`config.mk`:
```
export PLATFORM = sky130hd
export DESIGN_NAME = toy_cpu_execute_with_touch_cost_top
export DESIGN_NICKNAME = d
export VERILOG_FILES = /design/src/sv/tce_pkg.sv /design/src/sv/tce_dmem.sv /design/src/sv/toy_cpu_execute_with_touch_cost_top.sv
export SDC_FILE = /design/constraint.sdc
export NUM_CORES = 2
export LEC_CHECK = 0
export ABC_AREA = 1
export BUFFER_PORTS_ARGS = -buffer_cell sky130_fd_sc_hd__buf_4
export CELL_PAD_IN_SITES_DETAIL_PLACEMENT = 0
export CELL_PAD_IN_SITES_GLOBAL_PLACEMENT = 1
export CORE_ASPECT_RATIO = 0.5
export CORE_MARGIN = 1
export CORE_UTILIZATION = 50
export CTS_BUF_LIST = sky130_fd_sc_hd__clkbuf_16
export CTS_CLUSTER_DIAMETER = 200
export CTS_CLUSTER_SIZE = 14
export DETAILED_ROUTE_END_ITERATION = 10
export PLACE_DENSITY = 0.74
export SYNTH_ARGS = -nofsm -noshare
export SYNTH_HDL_FRONTEND = slang
export SYNTH_SLANG_ARGS = --single-unit
```
`constraint.sdc`:
```
create_clock -name i_clk -period 12.5 [get_ports i_clk]
set_input_delay 2.5 -clock i_clk [delete_from_list [all_inputs] [get_ports i_clk]]
set_output_delay 2.5 -clock i_clk [all_outputs]
set_load 0.05 [all_outputs]
```
`src/sv/tce_pkg.sv`:
```
// Shared types and constants for the toy CPU execute block.
// No dependencies.
package tce_pkg;

    localparam int PC_W     = 11;
    localparam int BYTE_W   = 8;
    localparam int ADDR_W   = 8;
    localparam int MEM_BYTES = 256;
    localparam int CNT_W    = 32;

    localparam logic [CNT_W-1:0] FIRST_TOUCH_COST = 32'd50;
    localparam logic [CNT_W-1:0] LOCAL_HIT_COST   = 32'd2;
    localparam logic [CNT_W-1:0] PLAIN_COST       = 32'd1;

    typedef enum logic [2:0] {
        K_MOV     = 3'd0,
        K_ADD_REG = 3'd1,
        K_ADD_IMM = 3'd2,
        K_CMP     = 3'd3,
        K_JE      = 3'd4,
        K_JMP     = 3'd5,
        K_LD      = 3'd6,
        K_ST      = 3'd7
    } t_kind;

    // data memory request from the execute logic
    typedef struct packed {
        logic              touch;
        logic              wr;
        logic [ADDR_W-1:0] addr;
        logic [BYTE_W-1:0] data;
    } t_mem_req;

    function automatic logic [CNT_W-1:0] sat_add(input logic [CNT_W-1:0] a,
                                                 input logic [CNT_W-1:0] b);
        logic [CNT_W:0] s;
        s = {1'b0, a} + {1'b0, b};
        return s[CNT_W] ? '1 : s[CNT_W-1:0];
    endfunction

endpackage

```
`src/sv/tce_dmem.sv`:
```
// Data memory with per-byte touched bits for the toy CPU execute block.
// Depends on tce_pkg.
module tce_dmem
    import tce_pkg::*;
(
    input  logic              i_clk,
    input  logic              i_rst_n,
    input  t_mem_req          i_req,
    input  logic [ADDR_W-1:0] i_rd_addr,
    output logic [BYTE_W-1:0] o_rd_data,
    output logic              o_touched
);

    logic [BYTE_W-1:0] r_mem [MEM_BYTES];
    logic [MEM_BYTES-1:0] r_touched;
    logic [BYTE_W-1:0] r_rd_data;
    logic              r_rd_touched;

    always_ff @(posedge i_clk) begin
        if (i_req.wr) begin
            r_mem[i_req.addr] <= i_req.data;
        end
        // write-through so the next item sees this store
        if (i_req.wr && (i_req.addr == i_rd_addr)) begin
            r_rd_data <= i_req.data;
        end else begin
            r_rd_data <= r_mem[i_rd_addr];
        end
    end

    always_ff @(posedge i_clk) begin
        if (!i_rst_n) begin
            r_touched    <= '0;
            r_rd_touched <= 1'b0;
        end else begin
            if (i_req.touch) begin
                r_touched[i_req.addr] <= 1'b1;
            end
            r_rd_touched <= (i_req.touch && (i_req.addr == i_rd_addr)) ||
                            r_touched[i_rd_addr];
        end
    end

    assign o_touched = r_rd_touched;
    assign o_rd_data = r_rd_data;

endmodule

```
`src/sv/toy_cpu_execute_with_touch_cost_top.sv`:
```
// Toy CPU execute block: register file, flag, pc and saturating counters.
// Depends on tce_pkg and tce_dmem.
// Registers: input stage for the accepted item, then result register.
// Throughput: one item per cycle unless the output stalls; register file and data
// memory are read in the cycle before, forwarding writes of the executing item.
// Reset (sync, active low): registers, flag, pc, counters, touched bits and
// program length cleared; memory bytes read as zero until touched.
module toy_cpu_execute_with_touch_cost_top
    import tce_pkg::*;
#(
    parameter int NUM_REGISTERS = 6,
    parameter int MAX_PROGRAM   = 1024
) (
    input  logic                    i_clk,
    input  logic                    i_rst_n,
    input  logic                    i_cfg_we,
    input  logic [PC_W-1:0]         i_cfg_program_length,
    input  logic                    i_in_valid,
    output logic                    o_in_ready,
    input  logic [2:0]              i_kind,
    input  logic [2:0]              i_reg_n,
    input  logic [2:0]              i_reg_m,
    input  logic signed [BYTE_W-1:0] i_immediate,
    input  logic [PC_W-1:0]         i_jump_target,
    output logic                    o_out_valid,
    input  logic                    i_out_ready,
    output logic [PC_W-1:0]         o_next_pc,
    output logic                    o_halted,
    output logic                    o_equal_flag,
    output logic [CNT_W-1:0]        o_executed_count,
    output logic [CNT_W-1:0]        o_cycle_count,
    output logic [CNT_W-1:0]        o_local_hit_count,
    output logic [CNT_W-1:0]        o_load_store_count
);

    localparam int RIDX_W = $clog2(NUM_REGISTERS);

    // control and state
    logic              r_in_valid;
    logic              r_out_valid;
    logic [PC_W-1:0]   r_prog_len;
    logic [PC_W-1:0]   r_pc;
    logic              r_eq;
    logic              r_halted;
    logic [CNT_W-1:0]  r_instr;
    logic [CNT_W-1:0]  r_cyc;
    logic [CNT_W-1:0]  r_hit;
    logic [CNT_W-1:0]  r_ls;
    logic [BYTE_W-1:0] r_rf [NUM_REGISTERS];

    // input stage
    t_kind             r_kind;
    logic [2:0]        r_rn;
    logic [2:0]        r_rm;
    logic [BYTE_W-1:0] r_imm;
    logic [PC_W-1:0]   r_target;
    logic [BYTE_W-1:0] r_rn_val;
    logic [BYTE_W-1:0] r_rm_val;

    logic              accept;
    logic              exec;
    logic              active;
    logic [PC_W-1:0]   eff_len;

    logic              rf_we;
    logic [RIDX_W-1:0] rf_waddr;
    logic [BYTE_W-1:0] rf_wdata;
    logic              rn_ok;

    logic [PC_W-1:0]   n_pc;
    logic              n_eq;
    logic [CNT_W-1:0]  n_instr;
    logic [CNT_W-1:0]  n_cyc;
    logic [CNT_W-1:0]  n_hit;
    logic [CNT_W-1:0]  n_ls;
    logic [PC_W-1:0]   jmp_pc;

    t_mem_req          mem_req;
    logic [BYTE_W-1:0] mem_rd_data;
    logic              touched;

    logic [2:0]        nx_rn;
    logic [2:0]        nx_rm;
    logic [BYTE_W-1:0] n_rn_val;
    logic [BYTE_W-1:0] n_rm_val;

    assign exec       = r_in_valid && (!r_out_valid || i_out_ready);
    assign o_in_ready = !r_in_valid || exec;
    assign accept     = i_in_valid && o_in_ready;

    assign eff_len = (CNT_W'(r_prog_len) < CNT_W'(MAX_PROGRAM)) ? r_prog_len
                                                                : PC_W'(MAX_PROGRAM);
    assign active  = r_pc < eff_len;
    assign jmp_pc  = (r_target < eff_len) ? r_target : eff_len;
    assign rn_ok   = CNT_W'(r_rn) < CNT_W'(NUM_REGISTERS);

    always_comb begin
        rf_we    = 1'b0;
        rf_waddr = RIDX_W'(r_rn);
        rf_wdata = '0;
        n_pc     = r_pc;
        n_eq     = r_eq;
        n_instr  = r_instr;
        n_cyc    = r_cyc;
        n_hit    = r_hit;
        n_ls     = r_ls;
        mem_req  = '{touch: 1'b0, wr: 1'b0, addr: r_rm_val, data: r_rn_val};
        if (exec && active) begin
            n_pc    = r_pc + PC_W'(1);
            n_instr = sat_add(r_instr, PLAIN_COST);
            n_cyc   = sat_add(r_cyc, PLAIN_COST);
            case (r_kind)
                K_MOV: begin
                    rf_we    = rn_ok;
                    rf_wdata = r_imm;
                end
                K_ADD_REG: begin
                    rf_we    = rn_ok;
                    rf_wdata = r_rn_val + r_rm_val;
                end
                K_ADD_IMM: begin
                    rf_we    = rn_ok;
                    rf_wdata = r_rn_val + r_imm;
                end
                K_CMP: begin
                    n_eq = (r_rn_val == r_rm_val);
                end
                K_JE: begin
                    if (r_eq) begin
                        n_pc = jmp_pc;
                    end
                end
                K_JMP: begin
                    n_pc = jmp_pc;
                end
                K_LD, K_ST: begin
                    mem_req.touch = 1'b1;
                    // a first-touch load clears the byte so later hits read zero
                    mem_req.wr    = (r_kind == K_ST) || !touched;
                    if (r_kind == K_LD) begin
                        mem_req.data = '0;
                    end
                    n_ls          = sat_add(r_ls, PLAIN_COST);
                    if (touched) begin
                        n_hit = sat_add(r_hit, PLAIN_COST);
                        n_cyc = sat_add(r_cyc, LOCAL_HIT_COST);
                    end else begin
                        n_cyc = sat_add(r_cyc, FIRST_TOUCH_COST);
                    end
                    if (r_kind == K_LD) begin
                        rf_we    = rn_ok;
                        rf_wdata = touched ? mem_rd_data : '0;
                    end
                end
                default: begin
                end
            endcase
        end
    end

    // operand reads for the item that sits in the input stage next cycle
    assign nx_rn = accept ? i_reg_n : r_rn;
    assign nx_rm = accept ? i_reg_m : r_rm;

    always_comb begin
        n_rn_val = '0;
        n_rm_val = '0;
        if (CNT_W'(nx_rn) < CNT_W'(NUM_REGISTERS)) begin
            if (rf_we && (rf_waddr == RIDX_W'(nx_rn))) begin
                n_rn_val = rf_wdata;
            end else begin
                n_rn_val = r_rf[RIDX_W'(nx_rn)];
            end
        end
        if (CNT_W'(nx_rm) < CNT_W'(NUM_REGISTERS)) begin
            if (rf_we && (rf_waddr == RIDX_W'(nx_rm))) begin
                n_rm_val = rf_wdata;
            end else begin
                n_rm_val = r_rf[RIDX_W'(nx_rm)];
            end
        end
    end

    tce_dmem u_dmem (
        .i_clk     (i_clk),
        .i_rst_n   (i_rst_n),
        .i_req     (mem_req),
        .i_rd_addr (n_rm_val),
        .o_rd_data (mem_rd_data),
        .o_touched (touched)
    );

    always_ff @(posedge i_clk) begin
        if (!i_rst_n) begin
            r_in_valid  <= 1'b0;
            r_out_valid <= 1'b0;
            r_prog_len  <= '0;
            r_pc        <= '0;
            r_eq        <= 1'b0;
            r_halted    <= 1'b0;
            r_instr     <= '0;
            r_cyc       <= '0;
            r_hit       <= '0;
            r_ls        <= '0;
            for (int i = 0; i < NUM_REGISTERS; i++) begin
                r_rf[i] <= '0;
            end
        end else begin
            if (i_cfg_we) begin
                r_prog_len <= i_cfg_program_length;
            end
            if (accept) begin
                r_in_valid <= 1'b1;
            end else if (exec) begin
                r_in_valid <= 1'b0;
            end
            if (exec) begin
                r_out_valid <= 1'b1;
            end else if (i_out_ready) begin
                r_out_valid <= 1'b0;
            end
            if (exec) begin
                r_pc     <= n_pc;
                r_eq     <= n_eq;
                r_halted <= !(n_pc < eff_len);
                r_instr  <= n_instr;
                r_cyc    <= n_cyc;
                r_hit    <= n_hit;
                r_ls     <= n_ls;
            end
            if (rf_we) begin
                r_rf[rf_waddr] <= rf_wdata;
            end
        end
    end

    always_ff @(posedge i_clk) begin
        if (accept) begin
            r_kind   <= t_kind'(i_kind);
            r_rn     <= i_reg_n;
            r_rm     <= i_reg_m;
            r_imm    <= $unsigned(i_immediate);
            r_target <= i_jump_target;
        end
        r_rn_val <= n_rn_val;
        r_rm_val <= n_rm_val;
    end

    assign o_out_valid        = r_out_valid;
    assign o_next_pc          = r_pc;
    assign o_halted           = r_halted;
    assign o_equal_flag       = r_eq;
    assign o_executed_count   = r_instr;
    assign o_cycle_count      = r_cyc;
    assign o_local_hit_count  = r_hit;
    assign o_load_store_count = r_ls;

endmodule

```
* Word level (Yosys, flattened, before mapping) *
Memories as Yosys holds them, arrays and structs flattened. A register that Yosys moved wholly into a read port is not among the register bits.
Index checks and enable logic that the tools add are counted.
W data, S select, Z words.

storage, ports and cells
  bits in registers = 455
  RAM bits = 2096
  input port bits = 44
  output and inout bits = 143
  memories = 2

memories
  memory        depth  bits a word  rd ports  clocked after Yosys merged registers in  wr ports  RTL line                                   source
  u_dmem.r_mem  256    8            1         1                                        1         tce_dmem.sv:14                             logic [BYTE_W-1:0] r_mem [MEM_BYTES];
  r_rf          6      8            2         0                                        6         toy_cpu_execute_with_touch_cost_top.sv:49  logic [BYTE_W-1:0] r_rf [NUM_REGISTERS];

cells by class
  add/subtract/negate cells = 9
  $lt $le $gt $ge = 10
  eq/ne operators = 11
  muxes and demuxes = 47
  bitwise gates (word level) = 1
  reduce and logical (&&, ||, !) cells = 25

operator list
  operator                 count
  $mux W32                 8
  $or A256 B256 Y256       1
  $add A32 B1 Y33 const B  4
  $mux W8                  10
  $mux W11                 4
  $add A32 B2 Y33 const B  1
  $add A32 B6 Y33 const B  1
  $lt A11 B11 Y1           3
  $pmux W8 S4              1
  $pmux W11 S2             1
  $lt A8 B9 Y1 const B     2
  $add A8 B8 Y8            2
  $eq A8 B8 Y1             2
  $mux W1                  15
  $eq A3 B3 Y1 const B     4
  $add A11 B1 Y11 const B  1
  $lt A11 B11 Y1 const B   1
  $lt A3 B3 Y1 const B     3
  $mux W3                  3
  $bmux W1 S8              1
  $demux W1 S8             1
  $ge A8 B1 Y1 const B     1
  $reduce_or A8 Y1         1
  $logic_and A1 B1 Y1      7
  other kinds (14)         25

* Depth between registers and ports, before layout *
  word-level depth = 13
  gate-level depth with buffers = 34
  mapped depth without buffers = 30

* Cells and area by module *
From an unflattened synthesis, not the netlist that was laid out.

second synthesis, totals
  cells, all modules = 10454
  area total of the unflattened synthesis = 110287.0 µm²

modules (own cells, without submodules)
  module                               instances  cells an instance  area an instance (µm²)  seq. area each (µm²)
  tce_dmem                             1          8145               93658.6                 66804.1
  toy_cpu_execute_with_touch_cost_top  1          2309               16628.4                 6105.9

* Least setup slack after synthesis *
No wires, ideal clock.

  path kind = input-to-reg
  from = in i_out_ready
  to = mem u_dmem.r_mem[0][0], data pin
  library setup time = 1.393 ns
  arrival = 9.404 ns
  setup slack = 1.703 ns
  cell stages on the path = 9
  path buffers = 1
  path through = inv_1 -> nand2_1 -> nand2_1 -> inv_1 -> and2_1 -> inv_2 -> clkbuf_1 -> nor2_1 -> nor2_1

RTL lines
  what                RTL line                                   source
  start: declaration  toy_cpu_execute_with_touch_cost_top.sv:26  input logic i_out_ready,
  end: declaration    tce_dmem.sv:14

* Worst setup path in the final report *
  from = in i_out_ready
  to = reg u_dmem.r_rd_touched, in the netlist u_dmem.o_touched

between the ends
  word-level cells in the longest chain between the ends = 12

ends and longest elaborated chain
  what                                                                   RTL line                                    source
  $logic_or A1 B1 Y1 *                                                   toy_cpu_execute_with_touch_cost_top.sv:87   assign exec = r_in_valid && (!r_out_valid || i_out_ready);
  $logic_and A1 B1 Y1 *                                                  toy_cpu_execute_with_touch_cost_top.sv:87
  $logic_or A1 B1 Y1 *                                                   toy_cpu_execute_with_touch_cost_top.sv:88   assign o_in_ready = !r_in_valid || exec;
  $logic_and A1 B1 Y1 *                                                  toy_cpu_execute_with_touch_cost_top.sv:89   assign accept = i_in_valid && o_in_ready;
  named net accept                                                       toy_cpu_execute_with_touch_cost_top.sv:60   logic accept;
  $mux W3 *                                                              n/a
  parallel branches: the longest is 3 deep, another holds $mem_v2 Z6 W8  n/a
  $mux W8 *                                                              toy_cpu_execute_with_touch_cost_top.sv:175  if (CNT_W'(nx_rm) < CNT_W'(NUM_REGISTERS)) begin
  $bmux W1 S8 or $eq A8 B8 Y1 (tied branches)                            n/a
  $mux W1 (implied by the code) or $logic_and A1 B1 Y1 (tied branches)   tce_dmem.sv:40, tce_dmem.sv:39
  $logic_or A1 B1 Y1 *                                                   tce_dmem.sv:39                              r_rd_touched <= (i_req.touch && (i_req.addr == i_rd_addr)) ||
  end signal: assignment                                                 tce_dmem.sv:39
  end: declaration                                                       tce_dmem.sv:17                              logic r_rd_touched;

Mark *: on every way through the listed nets, which the timed path passes. The select of a mux whose other input is x is not followed.
A chain may end at the register's enable or synchronous reset.

==> results by group <==
Clock tree
  – Clock tree buffer depth: 4
  – CTS root buf: clkbuf_16
  – TritonCTS buffer count: 209
  – Worst-skew pair later-pin latency: 0.89 ns
  – Clock transition at the registers of the reported paths: 0.07 ns
  – Post-cts sizing count: 0
  – TritonCTS clock tree: built
  – CTS sink cnt: 2567
  – CTS Hold Bufs: 0
  – Post-CTS setup buffers: 0
  – H-tree Lvls: 4

Placement
  – Port bufs: 186
  – Setup WS pre-CTS: 3.53 ns
  – DP Cell Count: 11.9k
  – Detailed Place HPWL: 204 mm
  – GPL Wtd Cong: 0.919

STA
  – Fin crit period: 8.35 ns
  – Setup TNS: 0 ns
  – RSZ-0062 raised after global routing: false
  – Setup WS post-layout: 4.15 ns
  – Maximum clock frequency: 0.120 GHz
  – Final period util: 66.8%
  – Final setup vio count: 0
  – Worst-Margin Slew: 1.34 ns
  – Relative slew slack: 10.6%
  – Final Hold Vio Count: 0
  – Max Slew Vio Count: 0
  – Final Skew: 0.0691 ns
  – WHS: 0.455 ns

Logic synthesis
  – Post-synthesis mux area share: 0%
  – Yosys cell types: 69
  – Synth Instances: 9270
  – Post-synthesis compound-gate area fraction: 11.5%
  – Largest family of logic cells by synthesized area: simple AND/OR/NAND/NOR gates
  – Async SR Flop Fraction: 0%
  – Post-Syn Area: 106000 um2
  – Xor and xnor fraction of the mapped netlist area: 0.803%
  – Flops & latches, synth: 2567
  – Adder-Cell Fraction of Synth Area: 0.527%
  – Avg Inst Size Synth: 11.4 um2
  – Synth warn: 0
  – Post-synth EDFFs: 2134
  – Post-synth top flop: edfxtp_1
  – Simple logic cell fraction of the synthesized area: 13.7%
  – Seq/Total Area, Yosys: 68.8%

Worst setup path
  – Setup crit end kind: register
  – Reg2Reg Depth: 31
  – R2r startpoint: r_rm_val[0]
  – CP required: 13.27 ns
  – Critical R2R Capture: u_dmem.o_touched
  – Worst Path Max Fanout: 75
  – Arrival @ worst endpoint: 9.12 ns
  – Startpoint Class: primary input
  – Worst reg2reg setup slack: 4.27 ns
  – Crit Path Category: in2reg

Die
  – Ports: 187
  – Die area: 214000 um2
  – Starting Density: 50.7%
  – Die height: 327 um
  – Die width: 653 um
  – Row count: 118
  – CORE AREA: 209000 um2

Detailed routing
  – Drt drc: 0
  – DRT Pass-1 Iters: 6
  – Initial DRC count: 9408
  – Routed wire length per instance: 26.8 um
  – Vias: 73.9k
  – WL final: 329 mm
  – Final ANT Viol Nets: 0
  – Via density per instance: 6.03

Final layout
  – Proportion of layout cells with a drive suffix above 1: 7.18%
  – Multi-input logic area: 28500 um2
  – Nets: 9404
  – Final Core Density: 55.4%
  – Fillcell total: 17.6k
  – Reg area: 72800 um2
  – Final Non-Filler Cells: 12.3k
  – Area growth from synthesis to layout: 9.17%

Global routing
  – Total GRT Usage: 30.2%
  – Vias in the first global route: 69.3k
  – First-pass GRT wire length: 477 mm
  – GRT overflow: 0
  – Initial antenna violation count: 10
  – Largest net degree at the start of global routing: 181

Power and ir drop
  – Peak VDD IR: 0.000108 V
  – Power Density: 170 nW/um2
  – Leakage: 0.0404 uW

Min path
  – Hold endpoint: u_dmem.r_touched[135]
  – Min-Delay Path Depth: 2
  – Hold Startpoint: u_dmem.r_touched[135]
  – Hold/Removal Path Class: reg2reg

Flow run
  – Max_cap viols: 0

Status
  – Status: completed
-- stage by stage --
stage	area (um2)	power, uW
2_1_floorplan	106000	12200
3_3_place_gp	110000	13600
3_5_place_dp	110000	13600
4_1_cts	116000	19600
5_1_grt	116000	20200
6_report	116000	19600
-- worst max-delay path, cell delays in order --
cell	delay [ns]
buf_4	0.11
inv_1	0.06
nand3_1	0.10
nand2_1	0.08
buf_4	0.24
inv_1	0.39
buf_4	0.36
nand2_1	0.09
nand2_1	0.31
nand2_1	0.57
a21oi_1	0.10
a32oi_1	0.18
nand2_1	0.13
a21oi_4	0.22
buf_4	0.76
nand2_8	0.46
inv_2	0.94
nand2_1	0.13
nand3_1	0.11
nand3_1	0.10
nand3_1	0.13
nand3_1	0.14
nand3_1	0.14
nand3_1	0.30
nand3_1	0.16
nand3_1	0.08
nand2_1	0.07
inv_1	0.06
-- worst max-delay path by stage --
stage               cells past startpoint  slack [ns]         from                  to
finish                                 28        4.15  i_out_ready    u_dmem.o_touched
floorplan                               9        1.70  i_out_ready  u_dmem.r_mem[0][0]
CTS                                    28        4.44  i_out_ready    u_dmem.o_touched
global route                           28        3.86  i_out_ready    u_dmem.o_touched
global placement                       28        3.66  i_out_ready    u_dmem.o_touched
detailed placement                     28        3.53  i_out_ready    u_dmem.o_touched
-- per-layer routing --
layer / share of wire (%) / vias to the layer above / global-route usage (%)
met1: 43 / 36713 / 44.4
met5: 0.0082 / - / 0
met2: 44 / 3562 / 45.3
li1: - / 33094 / -
met4: 2.7 / 4 / 7.89
met3: 11 / 482 / 7.17
-- layout make-up --
| type | count | share of cell area (%) |
|---|---|---|
| flip-flops and latches | 2567 | 63.0 |
| repair buffers | 343 | 2.39 |
| clock buffers | 211 | 4.57 |
| diodes | 3 | 0.00650 |
| multi-input cells | 5621 | 24.6 |
| inverters | 574 | 1.91 |
| clock inverters | 115 | 0.439 |
| well taps | 2820 | 3.05 |
-- layout by cell type, fill, tap and decap left out, types with 46 or more instances in the layout --
cell / netlist / final
nand2_1: 2192 / 2190
edfxtp_1: 2134 / 2134
a22oi_1: 791 / 791
a21oi_1: 675 / 675
inv_1: 543 / 647
nor2_1: 643 / 631
dfxtp_1: 433 / 431
nand3_1: 412 / 411
buf_4: 45 / 328
clkbuf_16: 0 / 211
o21ai_0: 171 / 171
nand4_1: 97 / 97
xor2_1: 71 / 71
nor3_1: 88 / 71
o211ai_1: 53 / 53
a31oi_1: 46 / 46
-- power by group --
group	switching (uW)	internal, uW
sequential	84.6	9620
combinational	2960	883
clock	3030	3020
total	6070	13500
-- cell usage after synthesis, types with 3 or more instances --
cell type  instances  area [um2]
nand2_1         2192        8230
edfxtp_1        2134       64100
a22oi_1          791        5940
a21oi_1          675        3380
nor2_1           643        2410
inv_1            543        2040
dfxtp_1          433        8670
nand3_1          412        2060
buf_2            217        1090
clkbuf_1         180         676
o21ai_0          171         856
nand4_1           97         607
nor3_1            88         440
xor2_1            71         622
o211ai_1          53         398
a31oi_1           46         288
buf_4             45         338
buf_6             45         507
o21ai_1           45         225
ha_1              43         538
buf_1             36         135
nor4_1            36         225
o31ai_1           30         225
or2_2             28         175
xnor2_1           26         228
o22ai_1           23         144
o221ai_1          19         166
clkinv_1          14        52.6
inv_2             14        52.6
a32oi_1           13         114
nand2_2           10        62.6
a211oi_1           9        67.6
or2_1              9        56.3
a211o_1            8        70.1
a221oi_1           6        52.6
and2_1             5        31.3
o32ai_1            5        43.8
nor2_2             4        25.0
o21a_1             4        30.0
o41ai_1            4        35.0
or2_0              4        25.0
nor2_4             3        33.8
-- flip-flops by register name, summed over array words and instances, names as in the netlist, 11 cells and up --
signal	count
r_prog_len	11
o_load_store_count	32
u_dmem.r_mem	2048
r_rf	64
r_target	11
o_next_pc	11
o_local_hit_count	32
o_cycle_count	32
u_dmem.r_touched	256
o_executed_count	32
-- cells by family (layout without fill, tap and decap cells) --
family	count (synthesis)	in the layout
simple gates	3544	3544
flops	2567	2567
compound gates	1920	1920
buf+inv	1097	1243
xor+xnor	97	97
fa+ha+maj	44	44
other cells	1	19
Power figures use the tool's default switching activity.
